===== src/hw/rtl/dacw_pkg.sv =====
package dacw_pkg;

    localparam int INT_BITS  = 24;
    localparam int OUT_WIN_W = 23;
    localparam int STEP_W    = 8;
    localparam int THR_W     = 16;
    localparam int IN_TIME_W = 32;
    localparam int CFG_DW    = 32;
    localparam int CFG_AW    = 4;
    localparam int S_DATA_W  = 64;
    localparam int M_DATA_W  = 56;

    localparam logic [THR_W-1:0]  THR_RESET = 16'd70;
    localparam logic [STEP_W-1:0] DEC_RESET = 8'd4;
    localparam logic [STEP_W-1:0] INC_RESET = 8'd1;

    localparam logic [1:0] REG_THRESHOLD = 2'd0;
    localparam logic [1:0] REG_DECREASE  = 2'd1;
    localparam logic [1:0] REG_INCREASE  = 2'd2;

    typedef enum logic [1:0] {
        ST_IDLE,
        ST_SETUP,
        ST_DIV,
        ST_UPDATE
    } dacw_state_t;

    typedef struct packed {
        logic capture;
        logic div_load;
        logic div_step;
        logic commit;
    } dacw_cmd_t;

    typedef struct packed {
        logic div_done;
    } dacw_status_t;

endpackage


===== src/hw/rtl/dacw_ctrl.sv =====
module dacw_ctrl
    import dacw_pkg::*;
(
    input  logic         clk,
    input  logic         rst_n,
    input  logic         s_tvalid,
    output logic         s_tready,
    output logic         m_tvalid,
    input  logic         m_tready,
    output dacw_cmd_t    cmd,
    input  dacw_status_t status
);

    dacw_state_t state_reg;
    dacw_state_t state_next;
    logic        m_valid_reg;
    logic        m_valid_next;

    always_ff @(posedge clk or negedge rst_n)
    begin
        if (!rst_n)
        begin
            state_reg   <= ST_IDLE;
            m_valid_reg <= 1'b0;
        end
        else
        begin
            state_reg   <= state_next;
            m_valid_reg <= m_valid_next;
        end
    end

    always_comb
    begin
        state_next = state_reg;
        cmd        = '0;
        s_tready   = 1'b0;
        unique case (state_reg)
            ST_IDLE:
            begin
                s_tready = 1'b1;
                if (s_tvalid)
                begin
                    cmd.capture = 1'b1;
                    state_next  = ST_SETUP;
                end
            end
            ST_SETUP:
            begin
                cmd.div_load = 1'b1;
                state_next   = ST_DIV;
            end
            ST_DIV:
            begin
                cmd.div_step = 1'b1;
                if (status.div_done)
                begin
                    state_next = ST_UPDATE;
                end
            end
            ST_UPDATE:
            begin
                if (!m_valid_reg || m_tready)
                begin
                    cmd.commit = 1'b1;
                    state_next = ST_IDLE;
                end
            end
            default:
            begin
                state_next = ST_IDLE;
            end
        endcase
    end

    always_comb
    begin
        if (cmd.commit)
        begin
            m_valid_next = 1'b1;
        end
        else if (m_tready)
        begin
            m_valid_next = 1'b0;
        end
        else
        begin
            m_valid_next = m_valid_reg;
        end
    end

    assign m_tvalid = m_valid_reg;

`ifndef NO_ASSERTIONS
    a_commit_free: assert property (@(posedge clk) disable iff (!rst_n)
        cmd.commit |-> (!m_valid_reg || m_tready))
        else $error("result overwritten before taken");

    a_accept_setup: assert property (@(posedge clk) disable iff (!rst_n)
        (s_tvalid && s_tready) |=> (state_reg == ST_SETUP))
        else $error("accepted word did not start setup");

    a_div_end: assert property (@(posedge clk) disable iff (!rst_n)
        (state_reg == ST_DIV && status.div_done) |=> (state_reg == ST_UPDATE))
        else $error("divide end not followed by update");
`endif

endmodule


===== src/hw/rtl/dacw_datapath.sv =====
module dacw_datapath
    import dacw_pkg::*;
#(
    parameter int TIME_BITS = 32,
    parameter int FRAC_BITS = 16
)
(
    input  logic                 clk,
    input  logic                 rst_n,
    input  dacw_cmd_t            cmd,
    output dacw_status_t         status,
    input  logic [IN_TIME_W-1:0] sent_time_ms,
    input  logic [IN_TIME_W-1:0] ack_time_ms,
    input  logic [THR_W-1:0]     rtt_threshold_ms,
    input  logic [STEP_W-1:0]    decrease_step,
    input  logic [STEP_W-1:0]    increase_step,
    output logic [OUT_WIN_W-1:0] window_datagrams,
    output logic [IN_TIME_W-1:0] round_trip_ms,
    output logic                 congested
);

    localparam int WIN_W = INT_BITS + FRAC_BITS;
    localparam int Q_W   = STEP_W + FRAC_BITS;
    localparam int EFF_W = OUT_WIN_W;
    localparam int CNT_W = $clog2(Q_W);

    localparam logic [WIN_W-1:0] ONE_FIXED =
        {{(WIN_W-FRAC_BITS-1){1'b0}}, 1'b1, {FRAC_BITS{1'b0}}};
    localparam logic [WIN_W-1:0] WIN_MAX = {1'b0, {(WIN_W-1){1'b1}}};
    localparam logic [WIN_W-1:0] WIN_MIN = {1'b1, {(WIN_W-1){1'b0}}};

    logic [TIME_BITS-1:0] rtt_reg;
    logic                 cong_reg;
    logic [EFF_W-1:0]     divisor_reg;
    logic [EFF_W-1:0]     rem_reg;
    logic [Q_W-1:0]       quo_reg;
    logic [CNT_W-1:0]     cnt_reg;
    logic [CNT_W-1:0]     cnt_next;
    logic [WIN_W-1:0]     window_reg;
    logic [WIN_W-1:0]     window_next;
    logic [IN_TIME_W-1:0] out_rtt_reg;
    logic                 out_cong_reg;

    logic                 cong_cmp;
    logic [STEP_W-1:0]    step_sel;
    logic [EFF_W+1:0]     trial;
    logic [WIN_W:0]       win_ext;
    logic [WIN_W:0]       delta_ext;
    logic [WIN_W:0]       sum;

    function automatic logic [EFF_W-1:0] eff_of(input logic [WIN_W-1:0] w);
        if (w[WIN_W-1] || (w[WIN_W-2:FRAC_BITS] == '0))
        begin
            return EFF_W'(1);
        end
        return w[WIN_W-2:FRAC_BITS];
    endfunction

    assign cong_cmp = rtt_reg > TIME_BITS'(rtt_threshold_ms);
    assign step_sel = cong_cmp ? decrease_step : increase_step;

    // one restoring divide step
    assign trial = {1'b0, rem_reg, quo_reg[Q_W-1]} - {2'b00, divisor_reg};

    assign win_ext   = {window_reg[WIN_W-1], window_reg};
    assign delta_ext = {{(WIN_W+1-Q_W){1'b0}}, quo_reg};
    assign sum       = cong_reg ? (win_ext - delta_ext) : (win_ext + delta_ext);

    always_comb
    begin
        if (sum[WIN_W] != sum[WIN_W-1])
        begin
            window_next = sum[WIN_W] ? WIN_MIN : WIN_MAX;
        end
        else
        begin
            window_next = sum[WIN_W-1:0];
        end
    end

    always_comb
    begin
        if (cmd.div_load)
        begin
            cnt_next = '0;
        end
        else if (cmd.div_step)
        begin
            cnt_next = cnt_reg + CNT_W'(1);
        end
        else
        begin
            cnt_next = cnt_reg;
        end
    end

    always_ff @(posedge clk or negedge rst_n)
    begin
        if (!rst_n)
        begin
            window_reg <= ONE_FIXED;
            cnt_reg    <= '0;
        end
        else
        begin
            cnt_reg <= cnt_next;
            if (cmd.commit)
            begin
                window_reg <= window_next;
            end
        end
    end

    always_ff @(posedge clk)
    begin
        if (cmd.capture)
        begin
            rtt_reg <= TIME_BITS'(ack_time_ms) - TIME_BITS'(sent_time_ms);
        end
        if (cmd.div_load)
        begin
            cong_reg    <= cong_cmp;
            divisor_reg <= eff_of(window_reg);
            rem_reg     <= '0;
            quo_reg     <= {step_sel, {FRAC_BITS{1'b0}}};
        end
        else if (cmd.div_step)
        begin
            if (trial[EFF_W+1])
            begin
                rem_reg <= {rem_reg[EFF_W-2:0], quo_reg[Q_W-1]};
                quo_reg <= {quo_reg[Q_W-2:0], 1'b0};
            end
            else
            begin
                rem_reg <= trial[EFF_W-1:0];
                quo_reg <= {quo_reg[Q_W-2:0], 1'b1};
            end
        end
        if (cmd.commit)
        begin
            out_rtt_reg  <= IN_TIME_W'(rtt_reg);
            out_cong_reg <= cong_reg;
        end
    end

    assign status.div_done  = (cnt_reg == CNT_W'(Q_W-1));
    assign window_datagrams = eff_of(window_reg);
    assign round_trip_ms    = out_rtt_reg;
    assign congested        = out_cong_reg;

`ifndef NO_ASSERTIONS
    a_divisor_nonzero: assert property (@(posedge clk) disable iff (!rst_n)
        cmd.div_step |-> (divisor_reg != '0))
        else $error("divide by zero window");

    a_rem_below: assert property (@(posedge clk) disable iff (!rst_n)
        cmd.div_step |-> (rem_reg < divisor_reg))
        else $error("remainder not below divisor");

    a_decrease_dir: assert property (@(posedge clk) disable iff (!rst_n)
        (cmd.commit && cong_reg) |=>
            ($signed(window_reg) <= $signed($past(window_reg))))
        else $error("window grew under congestion");
`endif

endmodule


===== src/hw/rtl/delay_aiad_congestion_window.sv =====
// flow: the input word is accepted in idle, then a setup state,
// 8+FRAC_BITS divide steps and an update state follow before the result is valid
// a new word is taken only once the bit-serial divider has finished the last one
// the next word is taken while a result still waits on the output
// reset: asynchronous active low, window 1.0, registers to 70, 4 and 1
module delay_aiad_congestion_window
    import dacw_pkg::*;
#(
    parameter int TIME_BITS = 32,
    parameter int FRAC_BITS = 16
)
(
    input  logic                clk,
    input  logic                rst_n,
    input  logic                s_tvalid,
    output logic                s_tready,
    input  logic [S_DATA_W-1:0] s_tdata,   // sent_time_ms, ack_time_ms
    output logic                m_tvalid,
    input  logic                m_tready,
    output logic [M_DATA_W-1:0] m_tdata,   // window_datagrams, round_trip_ms, zero pad
    output logic                m_tuser,   // congested
    input  logic                psel,
    input  logic                penable,
    input  logic                pwrite,
    input  logic [CFG_AW-1:0]   paddr,
    input  logic [CFG_DW-1:0]   pwdata,
    output logic [CFG_DW-1:0]   prdata,
    output logic                pready
);

    logic [THR_W-1:0]     thr_reg;
    logic [STEP_W-1:0]    dec_reg;
    logic [STEP_W-1:0]    inc_reg;
    logic                 cfg_wr;
    logic [1:0]           reg_idx;
    dacw_cmd_t            cmd;
    dacw_status_t         status;
    logic [OUT_WIN_W-1:0] window_datagrams;
    logic [IN_TIME_W-1:0] round_trip_ms;
    logic                 congested;

    assign pready  = 1'b1;
    assign cfg_wr  = psel && penable && pwrite;
    assign reg_idx = paddr[3:2];

    always_ff @(posedge clk or negedge rst_n)
    begin
        if (!rst_n)
        begin
            thr_reg <= THR_RESET;
            dec_reg <= DEC_RESET;
            inc_reg <= INC_RESET;
        end
        else if (cfg_wr)
        begin
            unique case (reg_idx)
                REG_THRESHOLD: thr_reg <= pwdata[THR_W-1:0];
                REG_DECREASE:  dec_reg <= pwdata[STEP_W-1:0];
                REG_INCREASE:  inc_reg <= pwdata[STEP_W-1:0];
                default:
                begin
                end
            endcase
        end
    end

    always_comb
    begin
        unique case (reg_idx)
            REG_THRESHOLD: prdata = CFG_DW'(thr_reg);
            REG_DECREASE:  prdata = CFG_DW'(dec_reg);
            REG_INCREASE:  prdata = CFG_DW'(inc_reg);
            default:       prdata = '0;
        endcase
    end

    dacw_ctrl u_ctrl (
        .clk      (clk),
        .rst_n    (rst_n),
        .s_tvalid (s_tvalid),
        .s_tready (s_tready),
        .m_tvalid (m_tvalid),
        .m_tready (m_tready),
        .cmd      (cmd),
        .status   (status)
    );

    dacw_datapath #(
        .TIME_BITS (TIME_BITS),
        .FRAC_BITS (FRAC_BITS)
    ) u_datapath (
        .clk              (clk),
        .rst_n            (rst_n),
        .cmd              (cmd),
        .status           (status),
        .sent_time_ms     (s_tdata[IN_TIME_W-1:0]),
        .ack_time_ms      (s_tdata[2*IN_TIME_W-1:IN_TIME_W]),
        .rtt_threshold_ms (thr_reg),
        .decrease_step    (dec_reg),
        .increase_step    (inc_reg),
        .window_datagrams (window_datagrams),
        .round_trip_ms    (round_trip_ms),
        .congested        (congested)
    );

    assign m_tdata = {1'b0, round_trip_ms, window_datagrams};
    assign m_tuser = congested;

endmodule


===== config.mk =====
export PLATFORM = sky130hd
export DESIGN_NAME = delay_aiad_congestion_window
export DESIGN_NICKNAME = d
export VERILOG_FILES = /design/src/hw/rtl/dacw_pkg.sv /design/src/hw/rtl/dacw_ctrl.sv /design/src/hw/rtl/dacw_datapath.sv /design/src/hw/rtl/delay_aiad_congestion_window.sv
export SDC_FILE = /design/constraint.sdc
export NUM_CORES = 1
export LEC_CHECK = 0
export BUFFER_PORTS_ARGS = -buffer_cell sky130_fd_sc_hd__buf_4
export CAP_MARGIN = 5
export CORE_MARGIN = 4
export CORE_UTILIZATION = 59
export CTS_CLUSTER_DIAMETER = 120
export DETAILED_ROUTE_END_ITERATION = 10
export GPL_ROUTABILITY_DRIVEN = 0
export GPL_TIMING_DRIVEN = 0
export PLACE_DENSITY = 0.81
export SYNTH_ARGS = -nofsm -noshare
export SYNTH_HDL_FRONTEND = slang
export SYNTH_SLANG_ARGS = --single-unit

===== constraint.sdc =====
create_clock -name clk -period 6.35 [get_ports clk]
set_clock_uncertainty 0.1 [all_clocks]
set_input_delay 1.27 -clock clk [delete_from_list [all_inputs] [get_ports clk]]
set_output_delay 1.27 -clock clk [all_outputs]
set_load 0.02 [all_outputs]

---- Yosys cells after proc, flatten, opt, wreduce, memory -nomap -nowiden ----
Index checks and enable logic that the tools add are counted.
storage, ports and cells
  bits in registers ....................... 216
  logic and storage cells ................. 74
cells by class
  $add $sub $neg .......................... 5
  order comparisons ....................... 1
  eq/ne operators ......................... 10
  multiplexer cells ....................... 29
  reductions and logical operators ........ 14
operator list
  operator                                                          number
  23-bit 2-to-1 mux                                                 4
  40-bit 2-to-1 mux                                                 2
  24-bit 2-to-1 mux                                                 2
  16-bit case mux with 3 select lines                               1
  40-bit by 25-bit adder with 41-bit output                         1
  41-bit 2-to-1 mux                                                 1
  40-bit by 25-bit subtractor with 41-bit output                    1
  32-bit by 16-bit greater-than comparator with 1-bit output        1
  32-bit subtractor                                                 1
  24-bit by 23-bit subtractor with 25-bit output                    1
  23-bit logical NOT                                                1
  1-bit 2-to-1 mux                                                  12
  5-bit 2-to-1 mux                                                  2
  8-bit 2-to-1 mux                                                  1
  2-bit case mux with 4 select lines                                1
  2-bit == test (second input constant)                             3
  2-bit 2-to-1 mux                                                  3
  2-bit AND reduction                                               3
  5-bit by 1-bit adder with 5-bit output (second input constant)    1
  5-bit == test (second input constant)                             1
  2-bit by 1-bit == test with 1-bit output (second input constant)  2
  2-bit logical NOT                                                 2
  2-bit inequality test (second input constant)                     2
  2-bit nonzero test                                                2
  other kinds (6)                                                   8

---- Logic depth before layout (Yosys ltp) ----
Gate-level depths: netlist of run 1.
  depth after elaboration ................. 5
  mapped depth ............................ 21
  depth with buffers taken out ............ 17

---- By module ----
Synthesis of run 1 repeated with hierarchy kept, for this count alone.
unflattened totals
  cells, all modules ...................... 1545
  area, all modules ....................... 14662.8 µm²
modules (own cells, without submodules)
  module                        instances  cells each  area an instance (µm²)  sequential area each (µm²)
  dacw_datapath                 1          1398        12821.0                 4820.9
  delay_aiad_congestion_window  1          126         1615.3                  807.0
  dacw_ctrl                     1          21          226.5                   75.1

---- Least setup slack after synthesis of run 1 ----
No wires, ideal clock.
  path type ............................... reg2reg
  from .................................... register u_datapath.quo_reg[2]
  to ...................................... register u_datapath.window_reg[18]
  setup time .............................. 125 ps
  data arrival time ....................... 4815 ps
  data required time ...................... 6125 ps
  setup slack ............................. 1310 ps
  cell stages (with the launch flop) ...... 19
  cells stage by stage .................... dfxtp_1 or3_1 or3_1 nor4_1 nand2_1 nor2_1 clkbuf_1 a21oi_1 xnor2_1 ha_1 clkbuf_1 nand4_1 nor3_1 nand2_1 a211oi_1 nor4_2 or3_1 maj3_2 mux2_2
on the way
  longest elaborated chain between the ends .. 4
RTL lines
  what                                                                                                         RTL line                                  RTL
  start: declaration                                                                                           dacw_datapath.sv:36                       logic [Q_W-1:0] quo_reg;
  start signal: assignment                                                                                     dacw_datapath.sv:125                      quo_reg <= {step_sel, {FRAC_BITS{1'b0}}};
  start signal: assignment                                                                                     dacw_datapath.sv:132                      quo_reg <= {quo_reg[Q_W-2:0], 1'b0};
  start signal: assignment                                                                                     dacw_datapath.sv:137                      quo_reg <= {quo_reg[Q_W-2:0], 1'b1};
  40-bit by 25-bit adder with 41-bit output or 40-bit by 25-bit subtractor with 41-bit output (tied branches)  dacw_datapath.sv:67                       assign sum = cong_reg ? (win_ext - delta_ext) : (win_ext + delta_ext);
  41-bit 2-to-1 mux *                                                                                          dacw_datapath.sv:67
  40-bit 2-to-1 mux or 1-bit inequality test (tied branches)                                                   dacw_datapath.sv:73, dacw_datapath.sv:71
  40-bit 2-to-1 mux *                                                                                          dacw_datapath.sv:71                       if (sum[WIN_W] != sum[WIN_W-1])
  end signal: assignment                                                                                       dacw_datapath.sv:109                      window_reg <= window_next;
  end: declaration                                                                                             dacw_datapath.sv:39                       logic [WIN_W-1:0] window_reg;
Every way passes the cells marked *; elsewhere a longest branch is shown, timed or not.
A chain may end at the register's enable or synchronous reset.

---- Final worst setup path of run 1 ----
  from .................................... register u_datapath.quo_reg[0]
  to ...................................... register u_datapath.window_reg[37]
The elaborated chain is that of the path after synthesis.

==> results.sh, run 1 <==
export IMPL_outcome="completed"
export IMPL_synth_warning_count=0
export IMPL_area_growth_pct=16.8
export IMPL_yosys_area_share_simple_pct=16.9
export IMPL_synth_compound_area_share_pct=20.2
export IMPL_p_per_area_mw_per_mm2=576
export IMPL_power_mw=10.2
export IMPL_hold_violations=0
export IMPL_post_synth_xor_area_fraction_pct=5.04
export IMPL_fp_dieH_microns=168
export IMPL_finalCriticalPeriod_ns=5.85
export IMPL_first_global_vias=13234
export IMPL_insertion_delay_ns=0.54
export IMPL_drive_gt1_share_pct=14.7
export IMPL_clock_root_buffer="clkbuf_16"
export IMPL_arrival_ns=6.14
export IMPL_fin_nets=2100
export IMPL_cts_made_buffers=24
export IMPL_worstHoldPathType="flip-flop to flip-flop"
export IMPL_h_tree_depth=1
export IMPL_grt_util_met2_pct=48.3
export IMPL_critPathMaxFanout=10
export IMPL_ant_nets=0
export IMPL_gr_usage_met1_pct=36.7
export IMPL_tightest_slew_ns=1.09
export IMPL_synth_edff_count=97
export IMPL_drt_iter0_drc=1271
export IMPL_port_buffer_count=162
export IMPL_final_common_cell="buf_4"
export IMPL_drc=0
export IMPL_rsz0062_at_grt="no"
export IMPL_synth_cells=1668
export IMPL_die_area_sq_mm=0.0282
export IMPL_final_area_sq_mm=0.0176
export IMPL_dieWidth_microns=168
export IMPL_slew_viol_final=0
export IMPL_grtUsageMet3_pct=4.58
export IMPL_async_reset_ff_share_pct=37.0
export IMPL_dpl_hpwl_microns=31600
export IMPL_clock_sinks=216
export IMPL_path_clk_slew_ns=0.06
export IMPL_grt_max_degree=81
export IMPL_leakagePower_nw=7.85
export IMPL_synthesis_area_sq_mm=0.0151
export IMPL_cts_tree="yes"
export IMPL_setup_viol=0
export IMPL_routed_via_density=6.19
export IMPL_grt_util_all_layers_pct=28.7
export IMPL_synth_area_mux_share_pct=3.69
export IMPL_fin_cells=2222
export IMPL_peakVddDrop_mv=0.325
export IMPL_start_util_pct=60.0
export IMPL_ys_types=79
export IMPL_syn_avg_cell_area_sq_um=9.06
export IMPL_synth_adder_area_share_pct=10.9
export IMPL_largest_reg_flops=40
export IMPL_synth_top_family_by_area="compound AO/OA/AOI/OAI gates"
export IMPL_setup_ws_ns=0.498
export IMPL_grt_pass1_wl_microns=66900
export IMPL_period_share_pct=92.2
export IMPL_n_antenna_cell=0
export IMPL_io_pin_count=199
export IMPL_ys_ff_latch=216
export IMPL_routed_wl_microns=42300
export IMPL_design_core_area_sq_mm=0.0252
export IMPL_worstPathRequired_ns=6.63
export IMPL_final_util_pct=70.1
export IMPL_place_inst=2176
export IMPL_layout_common_cells="181 x buf_4, 156 x nand2_1, 115 x ha_1"
export IMPL_synth_ff_type="edfxtp_1"
export IMPL_cap_violations=0
export IMPL_wire_per_inst_microns=19.0
export IMPL_num_rows=58
export IMPL_synth_seq_area_share_pct=37.8
export IMPL_antenna_found_initial=1
export IMPL_grt_busiest_layer="met2"
export IMPL_setup_worst_path_end_class="flip-flop"
export IMPL_post_dp_cell_area_sq_mm=0.0168
export IMPL_startpoint_type="flip-flop"
export IMPL_dr_total_vias=13762
export IMPL_first_pass_iters=5
export IMPL_max_freq_ghz=0.171
export IMPL_slew_limit_headroom_pct=27.4
export IMPL_dp_slack_ns=-0.0643
export IMPL_worstSetupPathType="flip-flop to flip-flop"
export IMPL_gr_total_overflow=0
export IMPL_clockBufferDepth=3
## metrics by stage
step / TNS, ns / hold WS [ns]
5_1_grt: 0 / 0.354
3_3_place_gp: 0 / 0.329
4_1_cts: 0 / 0.339
3_5_place_dp: -0.482 / 0.335
2_1_floorplan: 0 / 0.326
6_report: 0 / 0.339
## path summary, 6_finish.rpt
| kind | start | end | slack (ns) | cells past startpoint |
|---|---|---|---|---|
| max in group asynchronous | rst_n | u_datapath.cnt_reg[4]$_DFFE_PN0P_ | 4.61 | 1 |
| min reg2reg | u_datapath.rtt_reg[26]$_DFFE_PP_ | u_datapath.round_trip_ms[26]$_DFFE_PP_ | 0.34 | 0 |
| min | u_datapath.rtt_reg[26]$_DFFE_PP_ | u_datapath.round_trip_ms[26]$_DFFE_PP_ | 0.34 | 0 |
| max | u_datapath.quo_reg[0]$_SDFFE_PP0P_ | u_datapath.window_reg[37]$_DFFE_PN0P_ | 0.50 | 18 |
| min in group asynchronous | rst_n | u_datapath.window_reg[31]$_DFFE_PN0P_ | 0.83 | 1 |
| max reg2reg | u_datapath.quo_reg[0]$_SDFFE_PP0P_ | u_datapath.window_reg[37]$_DFFE_PN0P_ | 0.50 | 18 |
## synthesized netlist by cell type, types with 19 or more instances
cell	n	area share, %
nand2_1	156	3.9
ha_1	116	9.6
nor2_1	114	2.8
inv_1	110	2.7
edfxtp_1	97	19
a21oi_1	93	3.1
o21ai_0	93	3.1
dfrtp_1	74	12
a21o_1	73	3.6
xnor2_1	65	3.8
clkbuf_1	56	1.4
dfxtp_1	39	5.2
nand3_1	33	1.1
mux2i_1	32	2.1
nor3_1	32	1.1
nor2b_1	31	1.3
and2_1	30	1.2
o21ai_1	28	0.93
o21a_1	26	1.3
and3_1	24	0.99
xor2_1	22	1.3
mux2_2	21	1.6
buf_4	19	0.94
## worst max-delay path, cell delays in order, from the launching register on
cell       delay, ns
dfxtp_1         0.40
inv_1           0.09
ha_1            0.24
or4b_1          0.55
nor4_4          0.39
clkbuf_1        0.55
nor2_1          0.12
xnor2_1         0.20
ha_1            0.25
clkbuf_1        0.18
a21o_1          0.22
a311o_1         0.28
a21o_1          0.18
or4_1           0.47
o21ai_1         0.33
o21ai_1         0.23
a31o_2          0.32
a2111oi_0       0.45
nand3_1         0.14
## metal layers
layer,share of wire (%),wire length (microns),vias up
li1,-,-,6447
met1,40,16700,6530
met2,48,20300,636
met3,7.8,3310,147
met4,4.6,1930,2
met5,0.047,20,-
## final cells by class
type / instances / area [sq um]
inverter: 110 / 413
timing repair buffer: 164 / 1230
tap: 330 / 413
sequential: 216 / 5700
fill: 1913 / 7540
multi-input combinational: 1272 / 8670
buffer: 86 / 407
clock buffer: 30 / 643
clock inverter: 14 / 173
## logic make-up after synthesis
family / Yosys count
flip-flops: 216
other: 2
multiplexers: 53
AND/OR/NAND/NOR: 514
buffers and inverters: 196
XOR/XNOR: 87
AO/OA/AOI/OAI: 467
adder cells (fa/ha/maj): 133
## power breakdown
part,switching [mW],internal [mW]
combinational,3.84,2.45
sequential,0.377,2.05
clock,0.595,0.846
total,4.81,5.34
## repair_timing
item                                    in CTS  in global routing
endpoints found under the setup margin      14                 33
resized for setup                            1                  4
hold buffers                                 0                  0
endpoints found under the hold margin        0                  0
pin swaps                                    0                  0
setup buffers                                0                  0
No activity file was read; power rests on OpenSTA's default activity.
==> run 2, diff against run 1 <==
--- a/config.mk
+++ b/config.mk
@@ -14,5 +14,5 @@
 export GPL_ROUTABILITY_DRIVEN = 0
 export GPL_TIMING_DRIVEN = 0
-export PLACE_DENSITY = 0.81
+export PLACE_DENSITY_LB_ADDON = 0.05
 export SYNTH_ARGS = -nofsm -noshare
 export SYNTH_HDL_FRONTEND = slang
==> constraint.sdc (replaced) <==
create_clock -name clk -period 6.35 [get_ports clk]
set_clock_uncertainty 0.1 [all_clocks]
set_input_delay 0 -clock clk [delete_from_list [all_inputs] [get_ports clk]]
set_output_delay 0 -clock clk [all_outputs]
set_load 0.02 [all_outputs]
==> run 2 against run 1 <==
  * Die area is the same
  * Power is 0.57% lower
  * Via count is essentially flat
  * Routed wire length rose by 0.40%
  * Final cell count grew 3.8%
  * Register-to-register slack got worse by 0.07 ns
  * Clock power decreased by 5%
  * Fmax is 1.3% lower
  * Sequential cell count is the same
  * Critical path type unchanged
  * Critical endpoint is now u_datapath.window_reg[32]$_DFFE_PN0P_
  * Largest cell class unchanged
  * Largest power group unchanged
==> results.sh, run 2 (same netlist as run 1, synthesis figures left out) <==
export IMPL_outcome="completed"
export IMPL_cap_violations=0
export IMPL_setup_viol=0
export IMPL_start_util_pct=60.0
export IMPL_finalCriticalPeriod_ns=5.93
export IMPL_n_antenna_cell=0
export IMPL_p_per_area_mw_per_mm2=546
export IMPL_num_rows=58
export IMPL_leakagePower_nw=8.20
export IMPL_arrival_ns=6.23
export IMPL_die_area_sq_mm=0.0282
export IMPL_h_tree_depth=1
export IMPL_grt_max_degree=81
export IMPL_clkPwrFrac_pct=13.5
export IMPL_holdPathEnd="u_datapath.rtt_reg[11]$_DFFE_PP_"
export IMPL_io_pin_count=199
export IMPL_setup_worst_path_end_class="flip-flop"
export IMPL_clock_root_buffer="clkbuf_16"
export IMPL_final_common_cell="buf_4"
export IMPL_grtUsageMet3_pct=6.32
export IMPL_first_pass_iters=5
export IMPL_cts_tree="yes"
export IMPL_power_mw=10.1
export IMPL_grt_util_met2_pct=49.5
export IMPL_rr_startpoint="u_datapath.quo_reg[18]$_DFFE_PP_"
export IMPL_min_path_cells=4
export IMPL_routed_wl_microns=42400
export IMPL_wire_per_inst_microns=18.4
export IMPL_ant_nets=0
export IMPL_path_clk_slew_ns=0.06
export IMPL_worstSetupPathType="flip-flop to flip-flop"
export IMPL_r2r_worst_path_cells=18
export IMPL_critPathMaxFanout=10
export IMPL_gr_total_overflow=0
export IMPL_largest_reg_flops=40
export IMPL_grt_busiest_layer="met2"
export IMPL_switchingPower_mw=4.76
export IMPL_worstReg2RegEnd="u_datapath.window_reg[32]$_DFFE_PN0P_"
export IMPL_fp_dieH_microns=168
export IMPL_seq_power_share_pct=24.1
export IMPL_fin_nets=2184
export IMPL_first_global_vias=13456
export IMPL_startpoint_type="flip-flop"
export IMPL_final_util_pct=73.4
export IMPL_insertion_delay_ns=0.54
export IMPL_antenna_found_initial=0
export IMPL_layout_common_cells="181 x buf_4, 156 x nand2_1, 116 x ha_1"
export IMPL_drive_gt1_share_pct=14.2
export IMPL_drc=0
export IMPL_hold_violations=0
export IMPL_worstHoldPathType="input pin to flip-flop"
export IMPL_clockBufferDepth=3
export IMPL_dpl_hpwl_microns=30700
export IMPL_cts_made_buffers=24
export IMPL_worstHoldStart="s_tdata[11]"
export IMPL_clock_sinks=216
export IMPL_area_growth_pct=22.4
export IMPL_slew_viol_final=0
export IMPL_tightest_slew_ns=1.25
export IMPL_gr_usage_met1_pct=35.6
export IMPL_internal_power_mw=5.35
export IMPL_peakVddDrop_mv=0.370
export IMPL_rsz0062_at_grt="no"
export IMPL_r2r_setup_slack_ns=0.42
export IMPL_grt_util_all_layers_pct=28.8
export IMPL_max_freq_ghz=0.169
export IMPL_port_buffer_count=162
export IMPL_dr_total_vias=13761
export IMPL_design_core_area_sq_mm=0.0252
export IMPL_p_sw_share_pct=47.1
export IMPL_comb_power_share_pct=62.4
export IMPL_grt_pass1_wl_microns=67200
export IMPL_drt_iter0_drc=1072
export IMPL_worstPathRequired_ns=6.65
export IMPL_dieWidth_microns=168
export IMPL_slew_limit_headroom_pct=16.5
export IMPL_period_share_pct=93.3
export IMPL_routed_via_density=5.97
[run 2: cell types whose count changed in the layout (fill, tap and decap cells not counted), moves of 2 or more]
cell / delta
clkinv_2: +3
clkbuf_1: +4
clkinv_1: -5
dlygate4sd3_1: +83
clkinv_4: +2
buf_16: +2
clkinvlp_4: -2
bufinv_16: -2
[run 2: area by class of cell]
class | instances | area, sq um
repair buffers | 248 | 2110
plain buffers | 86 | 407
fillers | 1853 | 6700
multi-input cells | 1272 | 8690
clock buffers | 34 | 658
clock inverters | 10 | 97.6
well taps | 330 | 413
inverters | 110 | 413
flip-flops and latches | 216 | 5700
[run 2: layer usage]
| layer | vias up | wire [microns] | part of all wire [%] |
|---|---|---|---|
| li1 | 6612 | - | - |
| met1 | 6531 | 17000 | 40 |
| met2 | 518 | 20500 | 48 |
| met3 | 100 | 3420 | 8.1 |
| met4 | 0 | 1540 | 3.6 |
| met5 | - | 0 | 0 |
[run 2: timing repair]
item                       in CTS  in global routing
setup endpoints to repair      31                 31
pin swaps                       0                  0
hold endpoints to repair      141                  2
resized for setup               2                  5
hold buffers                   81                  2
buffers inserted                0                  0
[run 2: metrics by stage]
stage	TNS (ns)	cell area (sq um)	hold WS (ns)	cells	setup WS, ns
5_1_grt	0	18500	0.0385	2306	0.00745
2_1_floorplan	0	15200	-0.396	1684	1.31
4_1_cts	0	18400	0.00120	2302	0.151
3_5_place_dp	-3.33	16800	0.112	2177	-0.248
6_report	0	18500	0.0204	2306	0.423
3_3_place_gp	-0.886	16800	0.101	2176	-0.118
[run 2: power groups by stage]
| stage | clock (mW) | combinational, mW | sequential [mW] |
|---|---|---|---|
| after floorplan | 0 | 4.49 | 2.36 |
| after global placement | 0 | 5.89 | 2.44 |
| after detailed placement | 0 | 6.04 | 2.45 |
| after CTS | 1.38 | 6.16 | 2.43 |
| after global routing | 1.44 | 6.91 | 2.48 |
| final | 1.37 | 6.30 | 2.44 |
[run 2: worst max-delay path by stage]
stage                                       startpoint                               endpoint  slack (ns)  cells past startpoint
floorplan           u_datapath.quo_reg[2]$_SDFFE_PP0P_  u_datapath.window_reg[18]$_DFFE_PN0P_        1.31                     18
global route        u_datapath.quo_reg[2]$_SDFFE_PP0P_  u_datapath.window_reg[32]$_DFFE_PN0P_       0.007                     20
CTS                 u_datapath.quo_reg[2]$_SDFFE_PP0P_  u_datapath.window_reg[32]$_DFFE_PN0P_        0.15                     21
detailed placement  u_datapath.quo_reg[2]$_SDFFE_PP0P_  u_datapath.window_reg[28]$_DFFE_PN0P_       -0.25                     21
finish                u_datapath.quo_reg[18]$_DFFE_PP_  u_datapath.window_reg[32]$_DFFE_PN0P_        0.42                     18
global placement    u_datapath.quo_reg[2]$_SDFFE_PP0P_  u_datapath.window_reg[32]$_DFFE_PN0P_       -0.12                     21
[run 2: critical path: stages, from the launching register on]
cell	delay, ns
edfxtp_1	0.48
or4_1	0.55
clkbuf_1	0.18
nor2_1	0.65
clkbuf_1	0.52
a21o_1	0.19
ha_1	0.22
clkbuf_1	0.21
nand2_1	0.13
o21ai_0	0.12
a2111oi_0	0.52
o22ai_2	0.21
o2111a_1	0.34
nor3_4	0.48
nor3_1	0.16
buf_2	0.26
buf_4	0.23
nor2_1	0.15
o21ai_1	0.08
